$ cat src/design/lpsd_pkg.sv
// shared types and constants for the length-prefixed section deframer
`default_nettype none

package lpsd_pkg;

  localparam int BYTE_W = 8;
  localparam int LEN_W  = 16;
  localparam int CAP_W  = 20;
  localparam int ERR_W  = 2;

  localparam logic [CAP_W-1:0] CAP_RESET = 20'd65536;

  localparam logic [1:0] PH_LEN_HI = 2'd0;
  localparam logic [1:0] PH_LEN_LO = 2'd1;
  localparam logic [1:0] PH_DATA   = 2'd2;

  localparam logic [ERR_W-1:0] ERR_NONE     = 2'd0;
  localparam logic [ERR_W-1:0] ERR_LEN_BIG  = 2'd1;
  localparam logic [ERR_W-1:0] ERR_CAPACITY = 2'd2;

  typedef struct packed {
    logic [BYTE_W-1:0] out_byte;
    logic              has_data;
    logic              parcel_end;
    logic [ERR_W-1:0]  error_code;
  } result_t;

endpackage

`default_nettype wire

$ cat src/design/lpsd_parser.sv
// header/payload parser: framing state and per-beat result decode
`default_nettype none

module lpsd_parser #(
  parameter int MAX_SECTION = 1024
) (
  input  wire logic                        clk,
  input  wire logic                        rst_n,
  input  wire logic                        cfg_wr_en,
  input  wire logic [lpsd_pkg::CAP_W-1:0]  cfg_wr_data,
  input  wire logic                        beat_fire,
  input  wire logic [lpsd_pkg::BYTE_W-1:0] beat_byte,
  output logic                             res_valid,
  output lpsd_pkg::result_t                res
);
  import lpsd_pkg::*;

  localparam logic [LEN_W-1:0] MAX_LEN = LEN_W'(MAX_SECTION);

  logic [1:0]        phase_r, phase_nxt;
  logic [BYTE_W-1:0] len_hi_r, len_hi_nxt;
  logic [LEN_W-1:0]  left_r, left_nxt;
  logic              full_r, full_nxt;
  logic [CAP_W-1:0]  count_r, count_nxt;
  logic [CAP_W-1:0]  cap_r;

  logic [LEN_W-1:0]  len;
  logic [CAP_W:0]    sum;
  logic              len_big;
  logic              len_zero;
  logic              over_cap;
  logic [LEN_W-1:0]  left_dec;

  assign len      = {len_hi_r, beat_byte};
  assign sum      = {1'b0, count_r} + {{(CAP_W+1-LEN_W){1'b0}}, len};
  assign len_big  = len > MAX_LEN;
  assign len_zero = len == '0;
  assign over_cap = sum > {1'b0, cap_r};
  assign left_dec = left_r - LEN_W'(1);

  always_comb begin
    phase_nxt  = phase_r;
    len_hi_nxt = len_hi_r;
    left_nxt   = left_r;
    full_nxt   = full_r;
    count_nxt  = count_r;
    res_valid  = 1'b0;
    res        = '{out_byte: '0, has_data: 1'b0, parcel_end: 1'b0, error_code: ERR_NONE};
    case (phase_r)
      PH_LEN_LO: begin
        phase_nxt = PH_LEN_HI;
        if (len_big) begin
          count_nxt      = '0;
          res_valid      = 1'b1;
          res.error_code = ERR_LEN_BIG;
        end else if (len_zero) begin
          count_nxt      = '0;
          res_valid      = 1'b1;
          res.parcel_end = 1'b1;
        end else if (over_cap) begin
          count_nxt      = '0;
          res_valid      = 1'b1;
          res.error_code = ERR_CAPACITY;
        end else begin
          left_nxt  = len;
          full_nxt  = len == MAX_LEN;
          phase_nxt = PH_DATA;
        end
      end
      PH_DATA: begin
        left_nxt     = left_dec;
        count_nxt    = count_r + CAP_W'(1);
        res_valid    = 1'b1;
        res.out_byte = beat_byte;
        res.has_data = 1'b1;
        if (left_dec == '0) begin
          phase_nxt      = PH_LEN_HI;
          res.parcel_end = !full_r;
          if (!full_r) begin
            count_nxt = '0;
          end
        end
      end
      default: begin
        len_hi_nxt = beat_byte;
        phase_nxt  = PH_LEN_LO;
      end
    endcase
    if (!beat_fire) begin
      res_valid = 1'b0;
    end
  end

  always_ff @(posedge clk) begin
    if (!rst_n) begin
      phase_r  <= PH_LEN_HI;
      len_hi_r <= '0;
      left_r   <= '0;
      full_r   <= 1'b0;
      count_r  <= '0;
      cap_r    <= CAP_RESET;
    end else begin
      if (beat_fire) begin
        phase_r  <= phase_nxt;
        len_hi_r <= len_hi_nxt;
        left_r   <= left_nxt;
        full_r   <= full_nxt;
        count_r  <= count_nxt;
      end
      if (cfg_wr_en) begin
        cap_r <= cfg_wr_data;
      end
    end
  end

  // payload phase always has bytes still due, never more than a full section
  a_left_live: assert property (@(posedge clk) disable iff (!rst_n)
    phase_r == PH_DATA |-> (left_r != '0 && left_r <= MAX_LEN))
    else $error("payload phase with bad remaining count");

  // full-section flag only set by a maximum-length header
  a_full_len: assert property (@(posedge clk) disable iff (!rst_n)
    $rose(phase_r == PH_DATA) |-> (full_r == (left_r == MAX_LEN)))
    else $error("full-section flag disagrees with length");

  // only the three framing phases are ever reached
  a_phase_legal: assert property (@(posedge clk) disable iff (!rst_n)
    phase_r == PH_LEN_HI || phase_r == PH_LEN_LO || phase_r == PH_DATA)
    else $error("unused framing phase");

endmodule

`default_nettype wire

$ cat src/design/lpsd_out_buf.sv
// result register with skid stage
`default_nettype none

module lpsd_out_buf (
  input  wire logic         clk,
  input  wire logic         rst_n,
  input  wire logic         push,
  input  wire lpsd_pkg::result_t push_res,
  output logic              can_push,
  output logic              out_valid,
  input  wire logic         out_ready,
  output lpsd_pkg::result_t out_res
);
  import lpsd_pkg::*;

  logic    main_v_r;
  logic    skid_v_r;
  result_t main_r;
  result_t skid_r;

  assign can_push  = !skid_v_r;
  assign out_valid = main_v_r;
  assign out_res   = main_r;

  always_ff @(posedge clk) begin
    if (!rst_n) begin
      main_v_r <= 1'b0;
      skid_v_r <= 1'b0;
    end else if (!main_v_r || out_ready) begin
      if (skid_v_r) begin
        main_v_r <= 1'b1;
        skid_v_r <= 1'b0;
      end else begin
        main_v_r <= push;
      end
    end else if (push) begin
      skid_v_r <= 1'b1;
    end
  end

  always_ff @(posedge clk) begin
    if (!main_v_r || out_ready) begin
      main_r <= skid_v_r ? skid_r : push_res;
    end else if (push) begin
      skid_r <= push_res;
    end
  end

  // skid only holds a beat behind a held result
  a_skid_behind: assert property (@(posedge clk) disable iff (!rst_n)
    skid_v_r |-> main_v_r)
    else $error("skid full with empty result register");

  // skid fills only from a push against a stalled result
  a_skid_fill: assert property (@(posedge clk) disable iff (!rst_n)
    $rose(skid_v_r) |-> $past(main_v_r && !out_ready && push))
    else $error("skid filled without a stall");

  // a push never lands while the skid is occupied
  a_no_drop: assert property (@(posedge clk) disable iff (!rst_n)
    skid_v_r |-> !push)
    else $error("beat pushed into full buffer");

endmodule

`default_nettype wire

$ cat src/design/length_prefixed_section_deframer.sv
// top level of the length-prefixed section deframer
//
//  port group  dir  width        handshake
//  in_*        in   8            in_valid / in_ready
//  out_*       out  8+1+1+2      out_valid / out_ready
//  cfg_*       in   20           cfg_wr_en, no wait
//
// one beat per cycle sustained while the output is not stalled; each result
// is registered in the output register, or in the skid stage behind a stall
// header and payload decode sit between the input beat and the result register
// in_ready drops only while the skid stage holds a beat behind a stalled output
// rst_n is synchronous; capacity returns to 65536, framing to the length high byte
`default_nettype none

module length_prefixed_section_deframer #(
  parameter int MAX_SECTION = 1024
) (
  input  wire logic                        clk,
  input  wire logic                        rst_n,
  input  wire logic                        in_valid,
  output logic                             in_ready,
  input  wire logic [lpsd_pkg::BYTE_W-1:0] in_data_byte,
  output logic                             out_valid,
  input  wire logic                        out_ready,
  output logic [lpsd_pkg::BYTE_W-1:0]      out_byte,
  output logic                             out_has_data,
  output logic                             out_parcel_end,
  output logic [lpsd_pkg::ERR_W-1:0]       out_error_code,
  input  wire logic                        cfg_wr_en,
  input  wire logic [lpsd_pkg::CAP_W-1:0]  cfg_wr_data
);
  import lpsd_pkg::*;

  logic    beat_fire;
  logic    res_valid;
  result_t res;
  result_t out_res;

  assign beat_fire = in_valid && in_ready;

  lpsd_parser #(
    .MAX_SECTION(MAX_SECTION)
  ) u_parser (
    .clk        (clk),
    .rst_n      (rst_n),
    .cfg_wr_en  (cfg_wr_en),
    .cfg_wr_data(cfg_wr_data),
    .beat_fire  (beat_fire),
    .beat_byte  (in_data_byte),
    .res_valid  (res_valid),
    .res        (res)
  );

  lpsd_out_buf u_out_buf (
    .clk      (clk),
    .rst_n    (rst_n),
    .push     (res_valid),
    .push_res (res),
    .can_push (in_ready),
    .out_valid(out_valid),
    .out_ready(out_ready),
    .out_res  (out_res)
  );

  assign out_byte       = out_res.out_byte;
  assign out_has_data   = out_res.has_data;
  assign out_parcel_end = out_res.parcel_end;
  assign out_error_code = out_res.error_code;

endmodule

`default_nettype wire

$ cat config.mk
export PLATFORM = sky130hd
export DESIGN_NAME = length_prefixed_section_deframer
export DESIGN_NICKNAME = d
export VERILOG_FILES = /design/src/design/lpsd_pkg.sv /design/src/design/lpsd_parser.sv /design/src/design/lpsd_out_buf.sv /design/src/design/length_prefixed_section_deframer.sv
export SDC_FILE = /design/constraint.sdc
export NUM_CORES = 1
export LEC_CHECK = 0
export BUFFER_PORTS_ARGS = -buffer_cell sky130_fd_sc_hd__buf_2
export CAP_MARGIN = 25
export CORE_MARGIN = 4
export CORE_UTILIZATION = 35
export DETAILED_ROUTE_END_ITERATION = 6
export GPL_TIMING_DRIVEN = 0
export SLEW_MARGIN = 20
export SYNTH_ARGS = -nofsm -noshare
export SYNTH_HDL_FRONTEND = slang
export SYNTH_SLANG_ARGS = --single-unit
$ cat constraint.sdc
create_clock -name clk -period 6.4 [get_ports clk]
set_input_delay 1.28 -clock clk [delete_from_list [all_inputs] [get_ports clk]]
set_output_delay 1.28 -clock clk [all_outputs]
set_load 0.03 [all_outputs]
==> impl_metrics.csv, run 1 <==
group,metric,value,unit
worst_setup_path,worstPathMaxFanout,10,
clock_network,postCtsHoldBufs,0,
route,drt_iter0_markers,576,
worst_setup_path,path_delay_family,"compound AO/OA/AOI/OAI gates",
sta,rsz0062_at_grt,"false",
finish,num-nets-final,834,
floorplan,io_pins,47,
synth,async_flop_share,0,%
clock_network,numCtsBuffers,9,
floorplan,die_height,140,µm
global_routing,grt_pass1_wl,27600,µm
route,drc,0,
worst_setup_path,path_class,"in -> reg",
sta,drv_slew,0,
worst_setup_path,crit_path_start_kind,"primary input",
worst_setup_path,cp-startpoint,"in_data_byte[0]",
sta,finalCritPeriodShare,92.0,%
finish,area_delta_synth_final,13.6,%
power,power_density,205,nW/µm²
sta,final.setup.tns,0,ps
power,p_leak,2.83,nW
finish,mostFrequentLayoutCells,"dfxtp_1, nand2_1, nor2_1",
synth,netlist_instances,703,
synth,synth_top_area_share,22.8,%
route,vias,5487,
clock_network,clk_pin_slew,60,ps
synth,ys.flop_type,"dfxtp_1",
synth,synth_warnings,0,
worst_setup_path,required,6640,ps
global_routing,antenna_found_initial,0,
worst_setup_path,timing.rr.end,"u_parser.count_r[14]$_SDFFE_PN0P_",
synth,synth_edf_count,24,
sta,relSlewSlack,52.1,%
finish,layout-drive-gt1-share,13.1,%
synth,synth_fp_nets,778,
clock_network,cts_tree,"yes",
clock_network,root_buffer,"clkbuf_16",
worst_setup_path,r2r_start,"u_parser.count_r[11]$_SDFFE_PN0P_",
route,finalWirelength,16900,µm
worst_setup_path,end_kind,"flip-flop",
synth,syn_area,6070,µm²
finish,antenna_cells,0,
sta,fmax,170,MHz
finish,multiInputGateArea,3630,µm²
worst_setup_path,path_cells,"buf_2 > ha_1 > inv_1 > fa_1 > nor2b_1 > nor3_1 > o21ai_2 > a21o_1 > a31o_2 > a21oi_1 > nor2_1 > xor2_1 > ha_1 > and3_1 > nand3_1 > nor4_1 > a211oi_1 > a21oi_1 > a21boi_1 > clkbuf_1 > o21ai_1 > a32o_1",
outcome,outcome,"finished clean",
placed_design,port_buffers,45,
finish,layout_commonest_cell,"dfxtp_1",
clock_network,htreeDepth,3,
worst_setup_path,slowest_delay,570,ps
sta,worst_slew_pin_slew,719,ps
floorplan,core,16800,µm²
synth,synth-seq-cells,93,
route,detail-route-antenna-nets,0,
clock_network,cts_setup_buffers,0,
synth,ys_seq_area_share,34.6,%
sta,post-route-min-period,5890,ps
floorplan,row_count,47,
placed_design,dp_hpwl,12700,µm
worst_setup_path,crit_arrival,6130,ps
min_path,min_path_type,"reg -> reg",
power,peakVddDrop,0.131,mV
finish,nFillCells,1745,
synth,yosysTopAreaCell,"dfxtp_1",
synth,synth_area_leaders,"dfxtp_1, edfxtp_1, ha_1",
floorplan,die-area,19500,µm²
worst_setup_path,cp.depth,22,
worst_setup_path,cp.buffers_inverters,3,
worst_setup_path,cp-endpoint,"u_parser.count_r[14]$_SDFFE_PN0P_",
floorplan,start_util,36.2,%
worst_setup_path,r2r_setup_slack,1210,ps
floorplan,die_w,140,µm
flow_run,maxCapViolCount,0,
clock_network,clock_path_buffers,2,
sta,finalHoldViolCount,0,
route,wl_per_cell,17.2,µm
global_routing,grtUsageTotal,17.4,%
global_routing,grt_max_degree,16,
worst_setup_path,cp_slowest_cell,"a21boi_1",
finish,area.sequential,2100,µm²
route,viasPerCell,5.58,
synth,avgSynthCellArea,8.63,µm²
sta,setup_viol,0,
clock_network,cts_sinks,93,
synth,yosys.cell_types.count,70,
worst_setup_path,r2r_cells,19,
route,first_pass_iters,7,
global_routing,grt_pass1_vias,5020,
clock_network,cts_resized,0,
placed_design,gp_congestion,0.883,
clock_network,clkLatencyLatePin,350,ps
global_routing,grt_overflow,0,
sta,skew,8.66,ps
finish,final_util,41.1,%
[metal layers]
| metal | vias to the layer above | wire length, µm | global-route usage, % |
|---|---|---|---|
| met5 | - | 0 | 0 |
| met4 | 0 | 369 | 5.97 |
| met3 | 22 | 803 | 2.40 |
| met2 | 159 | 7600 | 26.8 |
| met1 | 2596 | 8150 | 25.1 |
| li1 | 2710 | - | - |
[cells by family (layout without fill, tap and decap cells)]
family / after synthesis / in the layout / share of synthesized area (%)
AND/OR/NAND/NOR: 265 / 265 / 23.3
AO/OA/AOI/OAI: 164 / 164 / 18.4
flip-flops: 93 / 93 / 34.6
buffers and inverters: 81 / 142 / 5.47
adder cells (fa/ha/maj): 42 / 42 / 8.79
multiplexers: 39 / 39 / 6.70
XOR/XNOR: 19 / 19 / 2.74
[report_power, final]
group / internal, W / leakage [nW] / total (W) / switching, W
sequential: 0.000616 / 0.836 / 0.000628 / 0.0000121
combinational: 0.0000786 / 1.83 / 0.000212 / 0.000134
clock: 0.000333 / 0.159 / 0.000572 / 0.000239
[cells in the mapped netlist, drive strengths merged, types with 12 or more instances]
| cell type | count |
|---|---|
| ha | 41 |
| nand4 | 14 |
| and3 | 15 |
| dfxtp | 69 |
| buf | 12 |
| a21oi | 44 |
| o21ai | 30 |
| nor2b | 12 |
| mux2 | 13 |
| mux2i | 26 |
| edfxtp | 24 |
| nor3 | 19 |
| inv | 47 |
| clkbuf | 22 |
| nand2 | 59 |
| xnor2 | 14 |
| nor2 | 55 |
| nand3 | 35 |
| a31oi | 13 |
[registers in the layout (all words and copies together), names as in the netlist]
name / flops
u_parser.cap_r: 20
u_parser.count_r: 20
u_out_buf.out_valid: 1
u_out_buf.out_res: 12
u_parser.phase_r: 2
u_out_buf.skid_v_r: 1
u_parser.left_r: 16
u_out_buf.skid_r: 12
u_parser.len_hi_r: 8
u_parser.full_r: 1
[worst register-to-register path, delay by kind of cell, from the launching register on]
| kind | cells | cell delay (ps) |
|---|---|---|
| and+or+nand+nor | 5 | 720 |
| xor gates and xnor gates | 1 | 150 |
| AOI/OAI and AO/OA | 10 | 2610 |
| adders and majority gates | 2 | 670 |
| buffers and inverters | 1 | 450 |
| DFF | 1 | 480 |
[area by class of cell]
cell class / count / area share, %
Clock inverter: 3 / 0.309
Multi-Input combinational cell: 529 / 52.7
Tap cell: 220 / 3.99
Buffer: 34 / 2.25
Sequential cell: 93 / 30.5
Inverter: 47 / 2.56
Clock buffer: 13 / 4.39
Timing Repair Buffer: 45 / 3.27
[worst min-delay path by stage]
stage,from,endpoint,cells past startpoint
after floorplan,u_parser.phase_r[1]$_SDFFE_PN0P_,u_parser.phase_r[1]$_SDFFE_PN0P_,2
after global placement,u_parser.phase_r[1]$_SDFFE_PN0P_,u_parser.phase_r[1]$_SDFFE_PN0P_,2
after detailed placement,u_parser.phase_r[1]$_SDFFE_PN0P_,u_parser.phase_r[1]$_SDFFE_PN0P_,2
after CTS,u_parser.phase_r[1]$_SDFFE_PN0P_,u_parser.phase_r[1]$_SDFFE_PN0P_,2
after global routing,u_parser.phase_r[1]$_SDFFE_PN0P_,u_parser.phase_r[1]$_SDFFE_PN0P_,2
final,u_parser.phase_r[1]$_SDFFE_PN0P_,u_parser.phase_r[1]$_SDFFE_PN0P_,2
[through the flow]
step	total power, W	hold slack (ps)	worst slack (ps)	cells	cell area, µm²
2_1_floorplan	0.000786	449	1390	703	6070
3_3_place_gp	0.000851	462	236	968	6570
3_5_place_dp	0.000850	472	229	968	6570
4_1_cts	0.00142	482	601	984	6890
5_1_grt	0.00148	509	105	984	6890
6_report	0.00141	481	512	984	6890
No activity file was read; power rests on OpenSTA's default activity.
==> run 2, diff against run 1 <==
CTS_CLUSTER_DIAMETER = 100   (was unset)
PLACE_DENSITY = 0.61   (was unset)
SYNTH_HIERARCHICAL = 1   (was unset)
==> run 2 against run 1 <==
  * Worst setup slack got worse by 220 ps
  * First-iteration DRC count increased by 3.5%
  * Power increased by 0.32%
  * Non-clock buffer count increased by 9
  * Sequential power about the same
  * Register-to-register slack got worse by 340 ps
  * Clock skew about the same
  * Utilization decreased by 0.14 points
  * Worst hold slack got worse by 0.87 ps
  * Critical path type unchanged
  * Critical endpoint is now u_parser/count_r[0]$_SDFFE_PN0P_
==> impl_metrics.csv, run 2 <==
group,metric,value,unit
route,drt-met1-wl,8800,µm
sta,finalHoldViolCount,0,
floorplan,io_pins,47,
worst_setup_path,crit_path_start_kind,"primary input",
global_routing,grt_overflow,0,
worst_setup_path,end_kind,"flip-flop",
clock_network,cts_sinks,93,
global_routing,grt_max_degree,16,
synth,netlist_instances,765,
floorplan,die_height,142,µm
finish,antenna_cells,0,
sta,rsz0062_at_grt,"false",
synth,syn_area,6320,µm²
flow_run,maxCapViolCount,0,
synth,synth_top_area_share,21.9,%
sta,finalCritPeriodShare,95.4,%
sta,fmax,164,MHz
route,vias,6086,
sta,hold-worst-slack,480,ps
route,viasPerCell,5.79,
route,dr_wl_met3,1420,µm
worst_setup_path,cp_slowest_cell,"clkbuf_1",
floorplan,core,17500,µm²
finish,layout-drive-gt1-share,11.9,%
clock_network,htreeDepth,3,
synth,synth_area_leaders,"dfxtp_1, edfxtp_1, ha_1",
synth,synth-seq-cells,93,
floorplan,start_util,36.2,%
placed_design,place_inst,1035,
finish,num-nets-final,897,
synth,synth_edf_count,24,
synth,ys.flop_type,"dfxtp_1",
sta,setup_viol,0,
floorplan,die-area,20300,µm²
power,power_density,198,nW/µm²
route,first_pass_iters,6,
worst_setup_path,slowest_delay,550,ps
clock_network,numCtsBuffers,9,
finish,area_delta_synth_final,13.3,%
synth,yosysTopAreaCell,"dfxtp_1",
worst_setup_path,path_class,"in -> reg",
worst_setup_path,path_cells,"buf_2 > ha_1 > inv_1 > fa_1 > nand2b_1 > a211oi_1 > o21a_1 > a221o_1 > a21boi_0 > or4_1 > nand3_1 > ha_1 > o21ai_0 > nand2b_1 > a21oi_1 > a311o_1 > o21ai_1 > clkbuf_1 > nand3_1 > o31ai_1",
worst_setup_path,r2r_cells,19,
worst_setup_path,crit_arrival,6380,ps
power,p_leak,2.83,nW
synth,yosys.cell_types.count,68,
route,drc,0,
synth,synth.cells.most_frequent,"dfxtp_1, nor2_1, nand2_1",
global_routing,antenna_found_initial,0,
power,peakVddDrop,0.126,mV
sta,post-route-min-period,6110,ps
worst_setup_path,path_delay_family,"compound AO/OA/AOI/OAI gates",
min_path,min_path_type,"reg -> reg",
synth,synth_warnings,6,
sta,drv_slew,0,
route,wl_met2,8080,µm
worst_setup_path,cp.depth,20,
route,detail-route-antenna-nets,0,
global_routing,grt_pass1_wl,30000,µm
global_routing,grtUsageTotal,18.6,%
route,finalWirelength,18800,µm
clock_network,root_buffer,"clkbuf_16",
route,wl_per_cell,17.9,µm
clock_network,postCtsHoldBufs,0,
floorplan,die_w,142,µm
finish,layout_commonest_cell,"dfxtp_1",
synth,avgSynthCellArea,8.26,µm²
sta,skew,8.87,ps
finish,stdcell_count,1052,
finish,reg.largest.list,"u_parser/cap_r (20), u_parser/count_r (20), u_parser/left_r (16)",
synth,async_flop_share,0,%
global_routing,grt_pass1_vias,5687,
sta,worst_slew_pin_slew,852,ps
finish,mostFrequentLayoutCells,"dfxtp_1, nor2_1, nand2_1",
synth,yosysMostFrequentCell,"dfxtp_1",
worst_setup_path,worstPathMaxFanout,10,
synth,ys_seq_area_share,33.3,%
outcome,outcome,"finished clean",
worst_setup_path,cp.buffers_inverters,3,
sta,relSlewSlack,42.6,%
placed_design,port_buffers,45,
clock_network,clock_path_buffers,2,
route,dr.max_layer_used,"met4",
synth,synth_fp_nets,840,
min_path,hold_depth,2,
clock_network,clkLatencyLatePin,350,ps
floorplan,row_count,48,
route,drt_iter0_markers,596,
worst_setup_path,required,6670,ps
clock_network,clk_pin_slew,70,ps
placed_design,dp_hpwl,14100,µm
placed_design,gp_congestion,0.882,
clock_network,cts_tree,"yes",
==> run 2: cells by family after synthesis <==
group | Yosys count | share of synthesized area [%]
fa+ha+maj | 42 | 8.43
simple gates | 302 | 24.3
compound gates | 185 | 19.9
flops | 93 | 33.3
mux | 35 | 5.80
buf+inv | 91 | 5.90
xor+xnor | 17 | 2.36
==> run 2: repair_timing <==
| item | CTS | global route |
|---|---|---|
| setup endpoints to repair | 12 | 20 |
| resized for setup | 2 | 6 |
| pin swaps | 0 | 1 |
| setup buffers | 0 | 1 |
| gates cloned | 0 | 0 |
==> run 2: per-layer routing <==
metal / GRT usage, % / vias to the layer above
li1: - / 2924
met1: 26.1 / 2857
met2: 28.3 / 267
met3: 2.96 / 38
met4: 7.85 / 0
met5: 0 / -
==> run 2: per-stage QoR <==
| step | total power, W | util, % | setup slack (ps) | cell area [µm²] | TNS (ps) |
|---|---|---|---|---|---|
| finish | 0.00142 | 41.0 | 293 | 7160 | 0 |
| global route | 0.00148 | 41.0 | 6.80 | 7160 | 0 |
| CTS | 0.00142 | 40.8 | 96.6 | 7130 | 0 |
| detailed placement | 0.000869 | 39.1 | -660 | 6830 | -8420 |
| global placement | 0.000867 | 39.1 | -644 | 6830 | -8350 |
| floorplan | 0.000796 | - | 613 | 6320 | 0 |
==> run 2: tightest hold or removal path: stages, from the launching register on <==
cell,delay [ps]
dfxtp_1,330
nand2_1,60
a21oi_1,50
==> run 2: path summary, 6_finish.rpt <==
| kind | start | end | slack (ps) |
|---|---|---|---|
| worst max-delay path | in_data_byte[0] | u_parser/count_r[0]$_SDFFE_PN0P_ | 290 |
| worst min-delay path | u_parser/full_r$_SDFFE_PN0P_ | u_parser/full_r$_SDFFE_PN0P_ | 480 |
| worst max register to register | u_parser/count_r[0]$_SDFFE_PN0P_ | u_parser/count_r[0]$_SDFFE_PN0P_ | 870 |
| worst min register to register | u_parser/full_r$_SDFFE_PN0P_ | u_parser/full_r$_SDFFE_PN0P_ | 480 |
==> run 2: power breakdown <==
| part | internal, W | total, W | switching [W] | leakage (nW) |
|---|---|---|---|---|
| registers | 0.000616 | 0.000631 | 0.0000152 | 0.807 |
| clock network | 0.000315 | 0.000554 | 0.000240 | 0.148 |
| logic | 0.0000810 | 0.000231 | 0.000150 | 1.87 |
==> run 2: area by class of cell <==
| type | count | area, µm² |
|---|---|---|
| sequential | 93 | 2100 |
| multi-input combinational | 581 | 3860 |
| clock buffer | 11 | 243 |
| clock inverter | 5 | 56.3 |
| timing repair buffer | 46 | 245 |
| tap | 225 | 282 |
| inverter | 49 | 184 |
| buffer | 42 | 191 |
| fill | 1780 | 10300 |
==> run 3, diff against run 2 <==
CTS_CLUSTER_SIZE = 8   (was unset)
clock period = 6.3 ns   (was 6.4 ns; I/O delays follow)
==> run 3 against run 2 <==
  * Global-route usage did not move
  * Non-clock buffer count did not move
  * Design area rose by 0.16%
  * Worst hold slack got worse by 2.0 ps
  * Critical path depth rose by 2
  * Sequential share of layout area barely moved
  * Register-to-register slack got worse by 60 ps
  * Clock power rose by 2%
  * Via count rose by 0.12%
  * Wire length fell by 0.53%
  * Flip-flop and latch count did not move
  * Critical path type unchanged
==> impl_metrics.csv, run 3 (same netlist as run 2, synthesis figures left out) <==
group,metric,value,unit
global_routing,antenna_found_initial,0,
worst_setup_path,slowest_delay,540,ps
sta,worst_slew_pin_slew,780,ps
clock_network,postCtsHoldBufs,0,
global_routing,grt_pass1_vias,5687,
floorplan,start_util,36.2,%
placed_design,pre_cts_slack,-740,ps
clock_network,root_buffer,"clkbuf_16",
route,detail-route-antenna-nets,0,
clock_network,numCtsBuffers,9,
finish,reg.largest.list,"u_parser/cap_r (20), u_parser/count_r (20), u_parser/left_r (16)",
route,wl_per_cell,17.8,µm
worst_setup_path,crit_arrival,6160,ps
min_path,holdPathEnd,"u_parser/full_r$_SDFFE_PN0P_",
sta,drv_slew,0,
sta,setup_viol,0,
worst_setup_path,r2r_start,"u_parser/count_r[0]$_SDFFE_PN0P_",
route,drt_iter0_markers,622,
worst_setup_path,required,6420,ps
floorplan,row_count,48,
sta,setup_slack,256,ps
clock_network,clock_path_buffers,2,
finish,layout_commonest_cell,"dfxtp_1",
floorplan,die-area,20300,µm²
placed_design,place_inst,1035,
sta,relSlewSlack,48.0,%
worst_setup_path,end_kind,"flip-flop",
worst_setup_path,crit_path_start_kind,"primary input",
worst_setup_path,cp-startpoint,"in_data_byte[0]",
global_routing,grt_pass1_wl,30000,µm
placed_design,port_buffers,45,
worst_setup_path,worstPathMaxFanout,10,
clock_network,clkLatencyLatePin,350,ps
flow_run,maxCapViolCount,0,
finish,num-nets-final,897,
sta,fmax,165,MHz
worst_setup_path,cp.buffers_inverters,4,
sta,skew,7.47,ps
power,peakVddDrop,0.128,mV
finish,final_area,7170,µm²
floorplan,die_height,142,µm
finish,antenna_cells,0,
placed_design,dpl-instance-area,6830,µm²
global_routing,grt_max_degree,16,
sta,finalCritPeriodShare,95.9,%
finish,area_delta_synth_final,13.5,%
worst_setup_path,path_delay_family,"compound AO/OA/AOI/OAI gates",
clock_network,clk_pin_slew,70,ps
finish,stdcell_count,1052,
worst_setup_path,r2r_cells,21,
worst_setup_path,path_class,"in -> reg",
sta,post-route-min-period,6040,ps
clock_network,cts_tree,"yes",
route,drc,0,
min_path,min_path_type,"reg -> reg",
floorplan,core,17500,µm²
clock_network,htreeDepth,3,
floorplan,io_pins,47,
route,viasPerCell,5.79,
power,p_leak,2.83,nW
sta,finalHoldViolCount,0,
outcome,outcome,"finished clean",
placed_design,dp_hpwl,14100,µm
finish,mostFrequentLayoutCells,"dfxtp_1, nor2_1, nand2_1",
global_routing,grt_overflow,0,
clock_network,cts_sinks,93,
route,finalWirelength,18700,µm
route,first_pass_iters,5,
placed_design,gp_congestion,0.882,
worst_setup_path,timing.rr.end,"u_out_buf/skid_r[4]$_DFFE_PP_",
min_path,hold_depth,2,
min_path,worstHoldStart,"u_parser/full_r$_SDFFE_PN0P_",
global_routing,grtUsageTotal,18.6,%
worst_setup_path,r2r_setup_slack,810,ps
power,power_density,201,nW/µm²
finish,layout-drive-gt1-share,12.2,%
floorplan,die_w,142,µm
worst_setup_path,path_cells,"buf_2 > ha_1 > inv_1 > fa_1 > nand2b_1 > a211oi_1 > o21a_1 > a221o_1 > a21boi_0 > or4_1 > nand3_1 > ha_1 > a22oi_1 > nand2_1 > nor3_1 > nand3_1 > a21boi_1 > a31o_2 > a21oi_1 > inv_1 > nor2_4 > buf_12",
worst_setup_path,cp_slowest_cell,"or4_1",
route,vias,6093,
## run 3: cell counts in the layout (fill, tap and decap cells not counted)
No cell type changed its count.
## run 3: power by group
group	leakage, nW	switching (W)	internal (W)
sequential	0.807	0.0000155	0.000626
combinational	1.88	0.000152	0.0000826
clock	0.148	0.000246	0.000320
total	2.83	0.000413	0.00103
## run 3: worst max-delay path by stage
stage / to / cells past startpoint
global placement: u_out_buf/skid_r[4]$_DFFE_PP_ / 21
global route: u_parser/left_r[9]$_SDFFE_PN0P_ / 19
finish: u_out_buf/skid_r[4]$_DFFE_PP_ / 22
floorplan: u_out_buf/skid_r[0]$_DFFE_PP_ / 19
detailed placement: u_out_buf/skid_r[4]$_DFFE_PP_ / 21
CTS: u_out_buf/skid_r[4]$_DFFE_PP_ / 21
## run 3: worst min-delay path, cell delays in order (launching register included)
cell and delay [ps]:
dfxtp_1 330, nand2_1 60, a21oi_1 50
## run 3: final cells by class
type | count | area, µm²
Buffer | 42 | 193
Clock buffer | 11 | 243
Clock inverter | 5 | 56.3
Fill cell | 1777 | 10300
Inverter | 49 | 184
Multi-Input combinational cell | 581 | 3870
Sequential cell | 93 | 2100
Tap cell | 225 | 282
Timing Repair Buffer | 46 | 245
## run 3: metal layers
metal  part of all wire [%]  vias to the layer above  wire length, µm  GRT usage [%]
li1                       -                     2923                -              -
met1                     47                     2875             8740           26.1
met2                     43                      256             8070           28.3
met3                    7.5                       39             1410           2.96
met4                    2.6                        0              490           7.85
met5                      0                        -                0              0
## run 3: per-stage QoR
| step | power [W] | TNS (ps) | hold slack (ps) | util, % |
|---|---|---|---|---|
| 5_1_grt | 0.00150 | -70.3 | 523 | 41.0 |
| 4_1_cts | 0.00145 | 0 | 477 | 40.8 |
| 3_5_place_dp | 0.000882 | -10060 | 466 | 39.1 |
| 6_report | 0.00144 | 0 | 478 | 41.0 |
| 2_1_floorplan | 0.000808 | 0 | 445 | - |
| 3_3_place_gp | 0.000881 | -9980 | 472 | 39.1 |
## run 3: repair_timing
action / CTS / global route
endpoints found under the setup margin: 12 / 37
pin swaps: 0 / 1
buffers inserted: 0 / 1
resized for setup: 2 / 11
